`src/hw/rtl/tdse_pkg.sv`:
```
// Shared types, widths and codes for the tiled dense-to-sparse encoder.
package tdse_pkg;

  localparam int DEF_MAX_DIM   = 1024;
  localparam int DEF_MAX_TILES = 8;

  localparam int IN_W        = 64;
  localparam int VAL_W       = 64;
  localparam int IDX_W       = 10;
  localparam int CNT_W       = 21;
  localparam int KIND_W      = 2;
  localparam int DIM_REG_W   = 11;
  localparam int TILE_REG_W  = 4;
  localparam int MODE_W      = 2;
  localparam int CFG_ADDR_W  = 3;
  localparam int CFG_DATA_W  = 11;
  localparam int OUT_FIELD_W = VAL_W + IDX_W + IDX_W + CNT_W + 1;
  localparam int OUT_TDATA_W = ((OUT_FIELD_W + 7) / 8) * 8;

  localparam int QUEUE_DEPTH = 4;
  localparam int QPTR_W      = $clog2(QUEUE_DEPTH);
  localparam int QCNT_W      = $clog2(QUEUE_DEPTH + 1);

  typedef enum logic [CFG_ADDR_W-1:0] {
    REG_ROWS   = 3'd0,
    REG_COLS   = 3'd1,
    REG_ACROSS = 3'd2,
    REG_DOWN   = 3'd3,
    REG_MODE   = 3'd4
  } reg_idx_t;

  typedef enum logic [MODE_W-1:0] {
    MODE_CSC  = 2'd0,
    MODE_CSR  = 2'd1,
    MODE_LIST = 2'd2
  } mode_t;

  typedef enum logic [KIND_W-1:0] {
    KIND_PTR   = 2'd0,
    KIND_ENTRY = 2'd1,
    KIND_FINAL = 2'd2
  } kind_t;

  typedef struct packed {
    logic [DIM_REG_W-1:0]  rows;
    logic [DIM_REG_W-1:0]  cols;
    logic [TILE_REG_W-1:0] across;
    logic [TILE_REG_W-1:0] down;
    logic [MODE_W-1:0]     mode;
  } cfg_t;

  // One classified item: which records it causes and what they carry.
  typedef struct packed {
    logic             has_ptr;
    logic             has_nz;
    logic             has_fin;
    logic             mend;
    logic [VAL_W-1:0] value;
    logic [IDX_W-1:0] minor;
    logic [IDX_W-1:0] y;
    logic [CNT_W-1:0] count;
  } qitem_t;

endpackage

```
`src/hw/rtl/tdse_divider.sv`:
```
// Iterative restoring divider, one quotient bit per cycle.
module tdse_divider
  import tdse_pkg::*;
#(
  parameter int NUM_W = 11,
  parameter int DEN_W = 4
) (
  input  logic             clk,
  input  logic             rst,
  input  logic             start,
  input  logic [NUM_W-1:0] numer,
  input  logic [DEN_W-1:0] denom,
  output logic             busy,
  output logic [NUM_W-1:0] quotient
);

  localparam int STEP_W = $clog2(NUM_W + 1);

  logic [NUM_W-1:0]  quo;
  logic [DEN_W-1:0]  rem;
  logic [DEN_W-1:0]  den;
  logic [STEP_W-1:0] steps;
  logic              active;
  logic [DEN_W:0]    trial;
  logic [DEN_W:0]    diff;
  logic              ge;
  logic [NUM_W:0]    quo_shift;

  assign trial     = {rem, quo[NUM_W-1]};
  assign ge        = trial >= {1'b0, den};
  assign diff      = trial - {1'b0, den};
  assign quo_shift = {quo, ge};

  always_ff @(posedge clk) begin
    if (rst) begin
      active <= 1'b0;
      steps  <= '0;
    end else if (start) begin
      active <= 1'b1;
      steps  <= STEP_W'(NUM_W);
    end else if (active) begin
      steps <= steps - STEP_W'(1);
      if (steps == STEP_W'(1)) begin
        active <= 1'b0;
      end
    end
  end

  always_ff @(posedge clk) begin
    if (start) begin
      quo <= numer;
      rem <= '0;
      den <= denom;
    end else if (active) begin
      quo <= quo_shift[NUM_W-1:0];
      rem <= ge ? diff[DEN_W-1:0] : trial[DEN_W-1:0];
    end
  end

  assign busy     = active;
  assign quotient = quo;

  a_steps_live: assert property (@(posedge clk) disable iff (rst)
    active |-> steps != '0)
    else $error("divider active with no steps left");
  a_start_idle: assert property (@(posedge clk) disable iff (rst)
    start |-> !active)
    else $error("divider restarted while busy");
  a_finish: assert property (@(posedge clk) disable iff (rst)
    active && steps == STEP_W'(1) && !start |=> !active)
    else $error("divider did not finish on its last step");

endmodule

```
`src/hw/rtl/tdse_front.sv`:
```
// Front end: sizes the tiles, walks positions and classifies each item.
module tdse_front
  import tdse_pkg::*;
#(
  parameter int MAX_DIM   = DEF_MAX_DIM,
  parameter int MAX_TILES = DEF_MAX_TILES
) (
  input  logic            clk,
  input  logic            rst,
  input  cfg_t            cfg,
  input  logic            s_tvalid,
  output logic            s_tready,
  input  logic [IN_W-1:0] s_tdata,
  output logic            push,
  output qitem_t          push_item,
  input  logic            q_full
);

  localparam int DIM_W   = $clog2(MAX_DIM + 1);
  localparam int POS_W   = (MAX_DIM > 1) ? $clog2(MAX_DIM) : 1;
  localparam int TP_W    = (MAX_TILES > 1) ? $clog2(MAX_TILES) : 1;
  localparam int TCNT_W  = $clog2(MAX_TILES + 1);
  localparam int BASE_W  = $clog2(MAX_DIM + MAX_TILES + 1);
  localparam int NUM_W   = $clog2(MAX_DIM + MAX_TILES);
  localparam int CMPD_W  = (DIM_W > DIM_REG_W) ? DIM_W : DIM_REG_W;
  localparam int CMPT_W  = (TCNT_W > TILE_REG_W) ? TCNT_W : TILE_REG_W;
  localparam int XW      = POS_W + IDX_W;

  typedef enum logic [2:0] {
    S_IDLE   = 3'b001,
    S_DIVIDE = 3'b010,
    S_RUN    = 3'b100
  } fstate_t;

  fstate_t           state;
  logic [DIM_W-1:0]  run_rows;
  logic [DIM_W-1:0]  run_cols;
  logic [TCNT_W-1:0] run_across;
  logic [TCNT_W-1:0] run_down;
  mode_t             run_mode;
  logic [DIM_W-1:0]  tile_height;
  logic [DIM_W-1:0]  tile_width;
  logic [TP_W-1:0]   tile_row_pos;
  logic [TP_W-1:0]   tile_col_pos;
  logic [BASE_W-1:0] row_base;
  logic [BASE_W-1:0] col_base;
  logic [POS_W-1:0]  outer_pos;
  logic [POS_W-1:0]  inner_pos;
  logic [CNT_W-1:0]  nonzero_count;

  // clamped configuration
  logic [CMPD_W-1:0] rows_x, cols_x, rows_c, cols_c;
  logic [CMPT_W-1:0] across_x, down_x, across_c, down_c;
  mode_t             mode_c;

  logic              start;
  logic              h_busy, w_busy;
  logic [NUM_W-1:0]  h_quo, w_quo;

  logic              csc, list;
  logic [POS_W-1:0]  lr, lc;
  logic [BASE_W-1:0] gr, gc;
  logic              inr, inc, nonzero;
  logic [DIM_W-1:0]  inner_lim, outer_lim;
  logic              inner_last, outer_last, col_last, row_last;
  logic              has_ptr, has_nz, has_fin;
  logic              accept;
  logic [XW-1:0]     lr_x, lc_x;

  assign rows_x   = CMPD_W'(cfg.rows);
  assign cols_x   = CMPD_W'(cfg.cols);
  assign across_x = CMPT_W'(cfg.across);
  assign down_x   = CMPT_W'(cfg.down);
  assign rows_c   = (rows_x == '0) ? CMPD_W'(1) :
                    (rows_x > CMPD_W'(MAX_DIM)) ? CMPD_W'(MAX_DIM) : rows_x;
  assign cols_c   = (cols_x == '0) ? CMPD_W'(1) :
                    (cols_x > CMPD_W'(MAX_DIM)) ? CMPD_W'(MAX_DIM) : cols_x;
  assign across_c = (across_x == '0) ? CMPT_W'(1) :
                    (across_x > CMPT_W'(MAX_TILES)) ? CMPT_W'(MAX_TILES) : across_x;
  assign down_c   = (down_x == '0) ? CMPT_W'(1) :
                    (down_x > CMPT_W'(MAX_TILES)) ? CMPT_W'(MAX_TILES) : down_x;
  assign mode_c   = (cfg.mode > MODE_LIST) ? MODE_LIST : mode_t'(cfg.mode);

  assign start = (state == S_IDLE) && s_tvalid;

  tdse_divider #(.NUM_W(NUM_W), .DEN_W(TCNT_W)) u_div_h (
    .clk      (clk),
    .rst      (rst),
    .start    (start),
    .numer    (NUM_W'(rows_c) + NUM_W'(down_c) - NUM_W'(1)),
    .denom    (TCNT_W'(down_c)),
    .busy     (h_busy),
    .quotient (h_quo)
  );

  tdse_divider #(.NUM_W(NUM_W), .DEN_W(TCNT_W)) u_div_w (
    .clk      (clk),
    .rst      (rst),
    .start    (start),
    .numer    (NUM_W'(cols_c) + NUM_W'(across_c) - NUM_W'(1)),
    .denom    (TCNT_W'(across_c)),
    .busy     (w_busy),
    .quotient (w_quo)
  );

  // classify the item at the current position
  assign csc     = (run_mode == MODE_CSC);
  assign list    = (run_mode == MODE_LIST);
  assign lr      = csc ? inner_pos : outer_pos;
  assign lc      = csc ? outer_pos : inner_pos;
  assign gr      = row_base + BASE_W'(lr);
  assign gc      = col_base + BASE_W'(lc);
  assign inr     = gr < BASE_W'(run_rows);
  assign inc     = gc < BASE_W'(run_cols);
  assign nonzero = s_tdata[IN_W-2:0] != '0;

  assign inner_lim  = csc ? tile_height : tile_width;
  assign outer_lim  = csc ? tile_width : tile_height;
  assign inner_last = (DIM_W'(inner_pos) + DIM_W'(1)) == inner_lim;
  assign outer_last = (DIM_W'(outer_pos) + DIM_W'(1)) == outer_lim;
  assign col_last   = (TCNT_W'(tile_col_pos) + TCNT_W'(1)) == run_across;
  assign row_last   = (TCNT_W'(tile_row_pos) + TCNT_W'(1)) == run_down;

  assign has_ptr = (inner_pos == '0) && !list && (csc ? inc : inr);
  assign has_nz  = inr && inc && nonzero;
  assign has_fin = inner_last && outer_last;

  assign lr_x = XW'(lr);
  assign lc_x = XW'(lc);

  assign s_tready = (state == S_RUN) && !q_full;
  assign accept   = s_tvalid && s_tready;
  assign push     = accept && (has_ptr || has_nz || has_fin);

  always_comb begin
    push_item         = '0;
    push_item.has_ptr = has_ptr;
    push_item.has_nz  = has_nz;
    push_item.has_fin = has_fin;
    push_item.mend    = col_last && row_last;
    push_item.value   = s_tdata;
    push_item.minor   = csc ? lr_x[IDX_W-1:0] : lc_x[IDX_W-1:0];
    push_item.y       = list ? lr_x[IDX_W-1:0] : '0;
    push_item.count   = nonzero_count;
  end

  always_ff @(posedge clk) begin
    if (rst) begin
      state         <= S_IDLE;
      run_rows      <= DIM_W'(1);
      run_cols      <= DIM_W'(1);
      run_across    <= TCNT_W'(1);
      run_down      <= TCNT_W'(1);
      run_mode      <= MODE_CSR;
      tile_height   <= '0;
      tile_width    <= '0;
      tile_row_pos  <= '0;
      tile_col_pos  <= '0;
      row_base      <= '0;
      col_base      <= '0;
      outer_pos     <= '0;
      inner_pos     <= '0;
      nonzero_count <= '0;
    end else begin
      case (state)
        S_IDLE: begin
          if (s_tvalid) begin
            run_rows      <= DIM_W'(rows_c);
            run_cols      <= DIM_W'(cols_c);
            run_across    <= TCNT_W'(across_c);
            run_down      <= TCNT_W'(down_c);
            run_mode      <= mode_c;
            tile_row_pos  <= '0;
            tile_col_pos  <= '0;
            row_base      <= '0;
            col_base      <= '0;
            outer_pos     <= '0;
            inner_pos     <= '0;
            nonzero_count <= '0;
            state         <= S_DIVIDE;
          end
        end
        S_DIVIDE: begin
          if (!h_busy && !w_busy) begin
            tile_height <= DIM_W'(h_quo);
            tile_width  <= DIM_W'(w_quo);
            state       <= S_RUN;
          end
        end
        S_RUN: begin
          if (accept) begin
            nonzero_count <= has_fin ? '0 : nonzero_count + CNT_W'(has_nz);
            if (!inner_last) begin
              inner_pos <= inner_pos + POS_W'(1);
            end else begin
              inner_pos <= '0;
              if (!outer_last) begin
                outer_pos <= outer_pos + POS_W'(1);
              end else begin
                outer_pos <= '0;
                if (!col_last) begin
                  tile_col_pos <= tile_col_pos + TP_W'(1);
                  col_base     <= col_base + BASE_W'(tile_width);
                end else begin
                  tile_col_pos <= '0;
                  col_base     <= '0;
                  if (!row_last) begin
                    tile_row_pos <= tile_row_pos + TP_W'(1);
                    row_base     <= row_base + BASE_W'(tile_height);
                  end else begin
                    // last tile done: back to idle, next item starts a new matrix
                    tile_row_pos <= '0;
                    row_base     <= '0;
                    state        <= S_IDLE;
                  end
                end
              end
            end
          end
        end
        default: state <= S_IDLE;
      endcase
    end
  end

  a_ready_run: assert property (@(posedge clk) disable iff (rst)
    s_tready |-> state == S_RUN)
    else $error("input ready outside run state");
  a_inner_range: assert property (@(posedge clk) disable iff (rst)
    state == S_RUN |-> DIM_W'(inner_pos) < inner_lim)
    else $error("inner position beyond tile edge");
  a_no_overflow: assert property (@(posedge clk) disable iff (rst)
    push |-> !q_full)
    else $error("push into a full queue");
  a_end_idle: assert property (@(posedge clk) disable iff (rst)
    push && push_item.has_fin && push_item.mend |=> state == S_IDLE)
    else $error("matrix end did not return to idle");

endmodule

```
`src/hw/rtl/tdse_queue.sv`:
```
// Short item queue between the front end and the record emitter.
module tdse_queue
  import tdse_pkg::*;
(
  input  logic   clk,
  input  logic   rst,
  input  logic   push,
  input  qitem_t push_item,
  output logic   full,
  input  logic   pop,
  output qitem_t head,
  output logic   empty
);

  qitem_t            slots [QUEUE_DEPTH];
  logic [QPTR_W-1:0] wr_ptr;
  logic [QPTR_W-1:0] rd_ptr;
  logic [QCNT_W-1:0] fill;

  assign full  = fill == QCNT_W'(QUEUE_DEPTH);
  assign empty = fill == '0;
  assign head  = slots[rd_ptr];

  always_ff @(posedge clk) begin
    if (rst) begin
      wr_ptr <= '0;
      rd_ptr <= '0;
      fill   <= '0;
    end else begin
      if (push) begin
        wr_ptr <= (wr_ptr == QPTR_W'(QUEUE_DEPTH - 1)) ? '0 : wr_ptr + QPTR_W'(1);
      end
      if (pop) begin
        rd_ptr <= (rd_ptr == QPTR_W'(QUEUE_DEPTH - 1)) ? '0 : rd_ptr + QPTR_W'(1);
      end
      if (push && !pop) begin
        fill <= fill + QCNT_W'(1);
      end else if (pop && !push) begin
        fill <= fill - QCNT_W'(1);
      end
    end
  end

  always_ff @(posedge clk) begin
    if (push) begin
      slots[wr_ptr] <= push_item;
    end
  end

  a_no_underflow: assert property (@(posedge clk) disable iff (rst)
    pop |-> !empty)
    else $error("pop from an empty queue");
  a_fill_range: assert property (@(posedge clk) disable iff (rst)
    fill <= QCNT_W'(QUEUE_DEPTH))
    else $error("queue fill out of range");
  a_fill_step: assert property (@(posedge clk) disable iff (rst)
    push && !pop |=> fill == $past(fill) + QCNT_W'(1))
    else $error("queue fill did not advance on push");

endmodule

```
`src/hw/rtl/tdse_back.sv`:
```
// Back end: expands each queued item into its records, one per cycle unless stalled.
module tdse_back
  import tdse_pkg::*;
(
  input  logic                   clk,
  input  logic                   rst,
  input  qitem_t                 head,
  input  logic                   empty,
  output logic                   pop,
  output logic                   m_tvalid,
  input  logic                   m_tready,
  output logic [OUT_TDATA_W-1:0] m_tdata,
  output logic [KIND_W-1:0]      m_tuser,
  output logic                   m_tlast
);

  localparam int PAD_W = OUT_TDATA_W - OUT_FIELD_W;

  logic [2:0]       done;
  logic [2:0]       pend;
  logic [2:0]       sel;
  logic [2:0]       rest;
  logic             load;

  kind_t            out_kind;
  logic [VAL_W-1:0] out_value;
  logic [IDX_W-1:0] out_minor;
  logic [IDX_W-1:0] out_y;
  logic [CNT_W-1:0] out_count;
  logic             out_mend;
  logic             out_last;

  // bit 0 pointer, bit 1 entry, bit 2 final
  assign pend = {head.has_fin, head.has_nz, head.has_ptr} & ~done & {3{!empty}};
  assign sel  = pend[0] ? 3'b001 : (pend[1] ? 3'b010 : (pend[2] ? 3'b100 : 3'b000));
  assign rest = pend & ~sel;
  assign load = (pend != '0) && (!m_tvalid || m_tready);
  assign pop  = load && (rest == '0);

  always_ff @(posedge clk) begin
    if (rst) begin
      done     <= '0;
      m_tvalid <= 1'b0;
    end else begin
      if (pop) begin
        done <= '0;
      end else if (load) begin
        done <= done | sel;
      end
      if (load) begin
        m_tvalid <= 1'b1;
      end else if (m_tready) begin
        m_tvalid <= 1'b0;
      end
    end
  end

  always_ff @(posedge clk) begin
    if (load) begin
      out_last  <= rest == '0;
      out_kind  <= sel[0] ? KIND_PTR : (sel[1] ? KIND_ENTRY : KIND_FINAL);
      out_value <= sel[1] ? head.value : '0;
      out_minor <= sel[1] ? head.minor : '0;
      out_y     <= sel[1] ? head.y : '0;
      out_count <= sel[0] ? head.count :
                   (sel[2] ? head.count + CNT_W'(head.has_nz) : '0);
      out_mend  <= sel[2] && head.mend;
    end
  end

  assign m_tdata = {{PAD_W{1'b0}}, out_mend, out_count, out_y, out_minor, out_value};
  assign m_tuser = out_kind;
  assign m_tlast = out_last;

  a_sel_onehot: assert property (@(posedge clk) disable iff (rst)
    load |-> $onehot(sel))
    else $error("record select not one-hot");
  a_done_subset: assert property (@(posedge clk) disable iff (rst)
    !empty |-> (done & ~{head.has_fin, head.has_nz, head.has_ptr}) == '0)
    else $error("done mask covers a record the item lacks");
  a_final_last: assert property (@(posedge clk) disable iff (rst)
    m_tvalid && out_kind == KIND_FINAL |-> out_last)
    else $error("tile-final record not last of its item");

endmodule

```
`src/hw/rtl/tiled_dense_to_sparse_encoder.sv`:
```
// Top level of the tiled dense-to-sparse encoder: config registers and stage wiring.
//
//   port group   direction  handshake          contents
//   s_t*         in         tvalid/tready      tdata: element_bits
//   m_t*         out        tvalid/tready      tdata/tuser/tlast: one record
//   cfg_*        in         cfg_we             cfg_index selects, cfg_data value
//
// In a running matrix one item is taken per cycle while the queue is not full; the
// record stage sends one record per cycle while m_tready allows, and an item with two
// or three records stays at the queue head until its last record is loaded. The first
// item of each matrix waits while the two dividers size the tiles.
// A four-item queue lets the input run on while the output stalls.
// Reset clears all control state and loads every config register with 1.
module tiled_dense_to_sparse_encoder
  import tdse_pkg::*;
#(
  parameter int MAX_DIM   = DEF_MAX_DIM,
  parameter int MAX_TILES = DEF_MAX_TILES
) (
  input  logic                   clk,
  input  logic                   rst,
  input  logic                   cfg_we,
  input  logic [CFG_ADDR_W-1:0]  cfg_index,
  input  logic [CFG_DATA_W-1:0]  cfg_data,
  input  logic                   s_tvalid,
  output logic                   s_tready,
  input  logic [IN_W-1:0]        s_tdata,   // [63:0] element_bits
  output logic                   m_tvalid,
  input  logic                   m_tready,
  // [63:0] value_bits, [73:64] minor_index, [83:74] y_index,
  // [104:84] pointer_count, [105] matrix_end, [111:106] zero
  output logic [OUT_TDATA_W-1:0] m_tdata,
  output logic [KIND_W-1:0]      m_tuser,   // [1:0] record_kind
  output logic                   m_tlast    // last_of_run
);

  cfg_t   cfg;
  logic   push;
  qitem_t push_item;
  logic   q_full;
  logic   pop;
  qitem_t head;
  logic   q_empty;

  always_ff @(posedge clk) begin
    if (rst) begin
      cfg.rows   <= DIM_REG_W'(1);
      cfg.cols   <= DIM_REG_W'(1);
      cfg.across <= TILE_REG_W'(1);
      cfg.down   <= TILE_REG_W'(1);
      cfg.mode   <= MODE_CSR;
    end else if (cfg_we) begin
      case (cfg_index)
        REG_ROWS:   cfg.rows   <= cfg_data[DIM_REG_W-1:0];
        REG_COLS:   cfg.cols   <= cfg_data[DIM_REG_W-1:0];
        REG_ACROSS: cfg.across <= cfg_data[TILE_REG_W-1:0];
        REG_DOWN:   cfg.down   <= cfg_data[TILE_REG_W-1:0];
        REG_MODE:   cfg.mode   <= cfg_data[MODE_W-1:0];
        default: ;
      endcase
    end
  end

  tdse_front #(.MAX_DIM(MAX_DIM), .MAX_TILES(MAX_TILES)) u_front (
    .clk       (clk),
    .rst       (rst),
    .cfg       (cfg),
    .s_tvalid  (s_tvalid),
    .s_tready  (s_tready),
    .s_tdata   (s_tdata),
    .push      (push),
    .push_item (push_item),
    .q_full    (q_full)
  );

  tdse_queue u_queue (
    .clk       (clk),
    .rst       (rst),
    .push      (push),
    .push_item (push_item),
    .full      (q_full),
    .pop       (pop),
    .head      (head),
    .empty     (q_empty)
  );

  tdse_back u_back (
    .clk      (clk),
    .rst      (rst),
    .head     (head),
    .empty    (q_empty),
    .pop      (pop),
    .m_tvalid (m_tvalid),
    .m_tready (m_tready),
    .m_tdata  (m_tdata),
    .m_tuser  (m_tuser),
    .m_tlast  (m_tlast)
  );

endmodule
```
`config.mk`:
```
export PLATFORM = sky130hd
export DESIGN_NAME = tiled_dense_to_sparse_encoder
export DESIGN_NICKNAME = d
export VERILOG_FILES = /design/src/hw/rtl/tdse_pkg.sv /design/src/hw/rtl/tdse_divider.sv /design/src/hw/rtl/tdse_front.sv /design/src/hw/rtl/tdse_queue.sv /design/src/hw/rtl/tdse_back.sv /design/src/hw/rtl/tiled_dense_to_sparse_encoder.sv
export SDC_FILE = /design/constraint.sdc
export NUM_CORES = 1
export LEC_CHECK = 0
export BUFFER_PORTS_ARGS = -buffer_cell sky130_fd_sc_hd__buf_2
export CAP_MARGIN = 20
export CORE_MARGIN = 3
export CORE_UTILIZATION = 45
export DETAILED_ROUTE_END_ITERATION = 10
export PLACE_DENSITY = 0.65
export RECOVER_POWER = 50
export SLEW_MARGIN = 20
export SYNTH_ARGS = -nofsm -noshare
export SYNTH_HDL_FRONTEND = slang
export SYNTH_SLANG_ARGS = --single-unit
```
`constraint.sdc`:
```
create_clock -name clk -period 28.9 [get_ports clk]
set_input_delay 5.78 -clock clk [delete_from_list [all_inputs] [get_ports clk]]
set_output_delay 5.78 -clock clk [all_outputs]
set_load 0.02 [all_outputs]
```
==> run summary <==
Syn Area/Cell -> 13.1 um2
WL/cell -> 20.3 um
ANT cells -> 0
# resized after CTS -> 0
Setup CP Type -> input port to register
worst skew pair latency -> 0.64 ns
CP startpoint kind -> input port
Iter 0 DRT Violations -> 1698
final setup fails -> 0
Die Y-Extent -> 281 um
hold path depth -> 2
RePlAce Congestion -> 0.904
GR Util All Layers -> 19.4%
GR Overflow Total -> 0
CTS root buf -> clkbuf_16
RSZ-0062 raised after global routing -> false
Worst slew margin -> -175%
RR Endpoint -> u_queue.fill[1]
global-route wire length before repair -> 120000 um
share of layout cells above drive strength 1 -> 13.0%
maximum achievable frequency -> 79.7 MHz
crit-path max FO -> 73
Core Util, Final -> 51.5%
Layout area overhead -> 13.1%
CTS sink cnt -> 764
Worst EP required -> 29.28 ns
status -> complete, but fails checks
Seq pwr share -> 45.0%
Worst EP arrival -> 12.93 ns
clock transition time at the flip-flop clock pins of the worst setup and hold paths -> 0.06 ns
min Tclk post-route -> 12.55 ns
IO buf count -> 193
via count -> 21000
register area share after synthesis -> 61.8%
final-stage net count -> 2960
TritonCTS buffer count -> 81
max-cap violations -> 9
DRC -> 0
initial antenna violation count -> 1
Final Hold Fails -> 0
failing checks -> max-capacitance violations, max-slew violations
CTS Hold Bufs -> 0
CTS tree -> done
hold wc startpoint -> u_front.run_cols[7]
switch share -> 29.3%
Post-synth EDFFs -> 575
placed cell count -> 3639
Core Rows -> 100
Setup Skew -> 0.0358 ns
Boundary Pins -> 200
Post-Layout Cell Count -> 3791
Max VDD drop -> 0.0653 mV
final worst path period share -> 43.4%
setup TNS -> 0 ns
post-route ant nets -> 0
final wirelength -> 76900 um
via/cell ratio -> 5.55
Yosys reg bits -> 764
clk buf depth -> 3
Leak Pwr -> 13.5 nW
synth unique cells -> 83
DP HPWL -> 50800 um
drt first pass iters -> 5
combinational power share -> 20.8%
Min-Delay Endpoint -> u_front.run_cols[7]
Starting Density -> 45.6%
setup bufs post-CTS -> 0
Post-Syn Instances -> 2589
Die ar. -> 79000 um2
asr flop ratio synth -> 0%
H-tree levels -> 3
vias in the first global route -> 21400
flop-to-flop setup slack -> 18.04 ns
Post-synth top flop -> edfxtp_1
Clk pwr share -> 34.2%
NetSw -> 0.000917 W
Design Power -> 0.00312 W
YS warnings -> 0
HP Class -> register to register
Syn Std Cell Area -> 34000 um2
cell internal pwr -> 0.00221 W
R2R cell count -> 12
core area -> 74700 um2
Slew Limit Fails -> 511
Pwr per Cell Area -> 81.1 nW/um2
die width -> 281 um
largest net degree at the start of global routing -> 96
Slew @ Worst Pin -> 4.12 ns
Crit. End Element -> register
## logic make-up after synthesis
| logic type | Yosys count | synth area share, % |
|---|---|---|
| XOR/XNOR | 111 | 2.98 |
| other | 1 | 0.0110 |
| AND/OR/NAND/NOR | 759 | 11.1 |
| buffers and inverters | 254 | 3.04 |
| multiplexers | 162 | 8.75 |
| adder cells (fa/ha/maj) | 124 | 4.76 |
| flip-flops | 764 | 61.8 |
| AO/OA/AOI/OAI | 414 | 7.52 |
## placed cells by master, fill, tap and decap left out, drive strengths merged, types with 16 or more instances in the layout
cell | synthesis | layout
a21o | 20 | 20
a21oi | 155 | 155
and2 | 108 | 108
and3 | 21 | 21
buf | 42 | 107
clkbuf | 94 | 215
clkinv | 1 | 29
dfxtp | 189 | 189
edfxtp | 575 | 575
ha | 115 | 115
inv | 117 | 121
mux2i | 40 | 40
mux4 | 107 | 107
nand2 | 270 | 270
nand2b | 33 | 33
nand3 | 36 | 36
nand4 | 18 | 18
nor2 | 130 | 130
nor3 | 33 | 33
nor4 | 27 | 27
o211ai | 16 | 16
o21a | 18 | 18
o21ai | 101 | 101
or3 | 22 | 22
xnor2 | 47 | 47
xor2 | 61 | 61
## metal layers
layer	part of all wire [%]	GRT usage, %
met5	0	0
met4	2.9	6.47
met3	5.9	3.56
met2	49	32.8
met1	43	25.3
## per-stage QoR
| step | setup WS (ns) | hold slack, ns | area (um2) |
|---|---|---|---|
| 2_1_floorplan | 14.30 | 0.436 | 34100 |
| 6_report | 16.35 | 0.460 | 38500 |
| 3_3_place_gp | 19.43 | 0.447 | 35800 |
| 4_1_cts | 20.02 | 0.461 | 38700 |
| 5_1_grt | 15.77 | 0.490 | 38500 |
| 3_5_place_dp | 19.36 | 0.453 | 35900 |
## Yosys cell counts, types with 20 or more instances
cell,n,area [um2]
edfxtp_1,575,17300
nand2_1,270,1010
dfxtp_1,189,3780
a21oi_1,155,776
nor2_1,129,484
inv_1,117,439
ha_1,115,1440
and2_1,107,669
mux4_2,107,2410
o21ai_0,99,495
clkbuf_1,93,349
xor2_1,61,534
xnor2_1,47,412
mux2i_1,40,400
nand3_1,36,180
nand2b_1,33,206
nor3_1,33,165
nor4_1,25,156
or3_1,22,138
and3_1,21,131
a21o_1,20,150
## power by group through the flow
| stage | Combinational, W | Sequential (W) | Clock [W] |
|---|---|---|---|
| global placement | 0.000648 | 0.00143 | 0 |
| floorplan | 0.000347 | 0.00154 | 0 |
| detailed placement | 0.000658 | 0.00143 | 0 |
| global route | 0.000712 | 0.00142 | 0.00114 |
| finish | 0.000649 | 0.00141 | 0.00107 |
| CTS | 0.000661 | 0.00141 | 0.00109 |
## area by class of cell
type                            instances  area (um2)
Timing Repair Buffer                  212         982
Tap cell                              969        1210
Inverter                              118         443
Clock inverter                         42         593
Clock buffer                          110        2210
Fill cell                            6346       36200
Multi-Input combinational cell       1576       12000
Sequential cell                       764       21100
## worst max path at each step
| stage | startpoint | end | slack (ns) | cells after the start |
|---|---|---|---|---|
| 2_1_floorplan | m_tready | u_back.m_tlast | 14.30 | 2 |
| 3_3_place_gp | s_tdata[9] | u_queue.slots[3][31] | 19.43 | 8 |
| 3_5_place_dp | s_tdata[9] | u_queue.slots[1][79] | 19.36 | 8 |
| 4_1_cts | s_tdata[9] | u_queue.slots[1][82] | 20.02 | 8 |
| 5_1_grt | rst | u_front.outer_pos[0] | 15.77 | 5 |
| 6_report | rst | u_front.row_base[10] | 16.35 | 5 |
## flip-flops by register name, summed over array words and instances, names as in the netlist, 10 cells and up, named ones only
name                      flops
u_back.out_minor             10
u_front.tile_height          11
u_back.out_value             64
u_front.u_div_h.quotient     11
u_back.out_y                 10
u_front.u_div_w.quotient     11
cfg                          32
u_front.outer_pos            10
u_front.row_base             11
u_back.out_count             21
u_front.run_rows             11
u_front.nonzero_count        21
u_queue.slots               436
u_front.run_cols             11
u_front.col_base             11
u_front.inner_pos            10
u_front.tile_width           11
## worst max-delay path, cell delays in order
cell	delay, ns
clkbuf_1	2.08
clkbuf_1	2.50
clkinv_1	1.96
nand3_1	0.39
o32ai_1	0.13
Note: power is estimated with default switching activity, not from simulation.
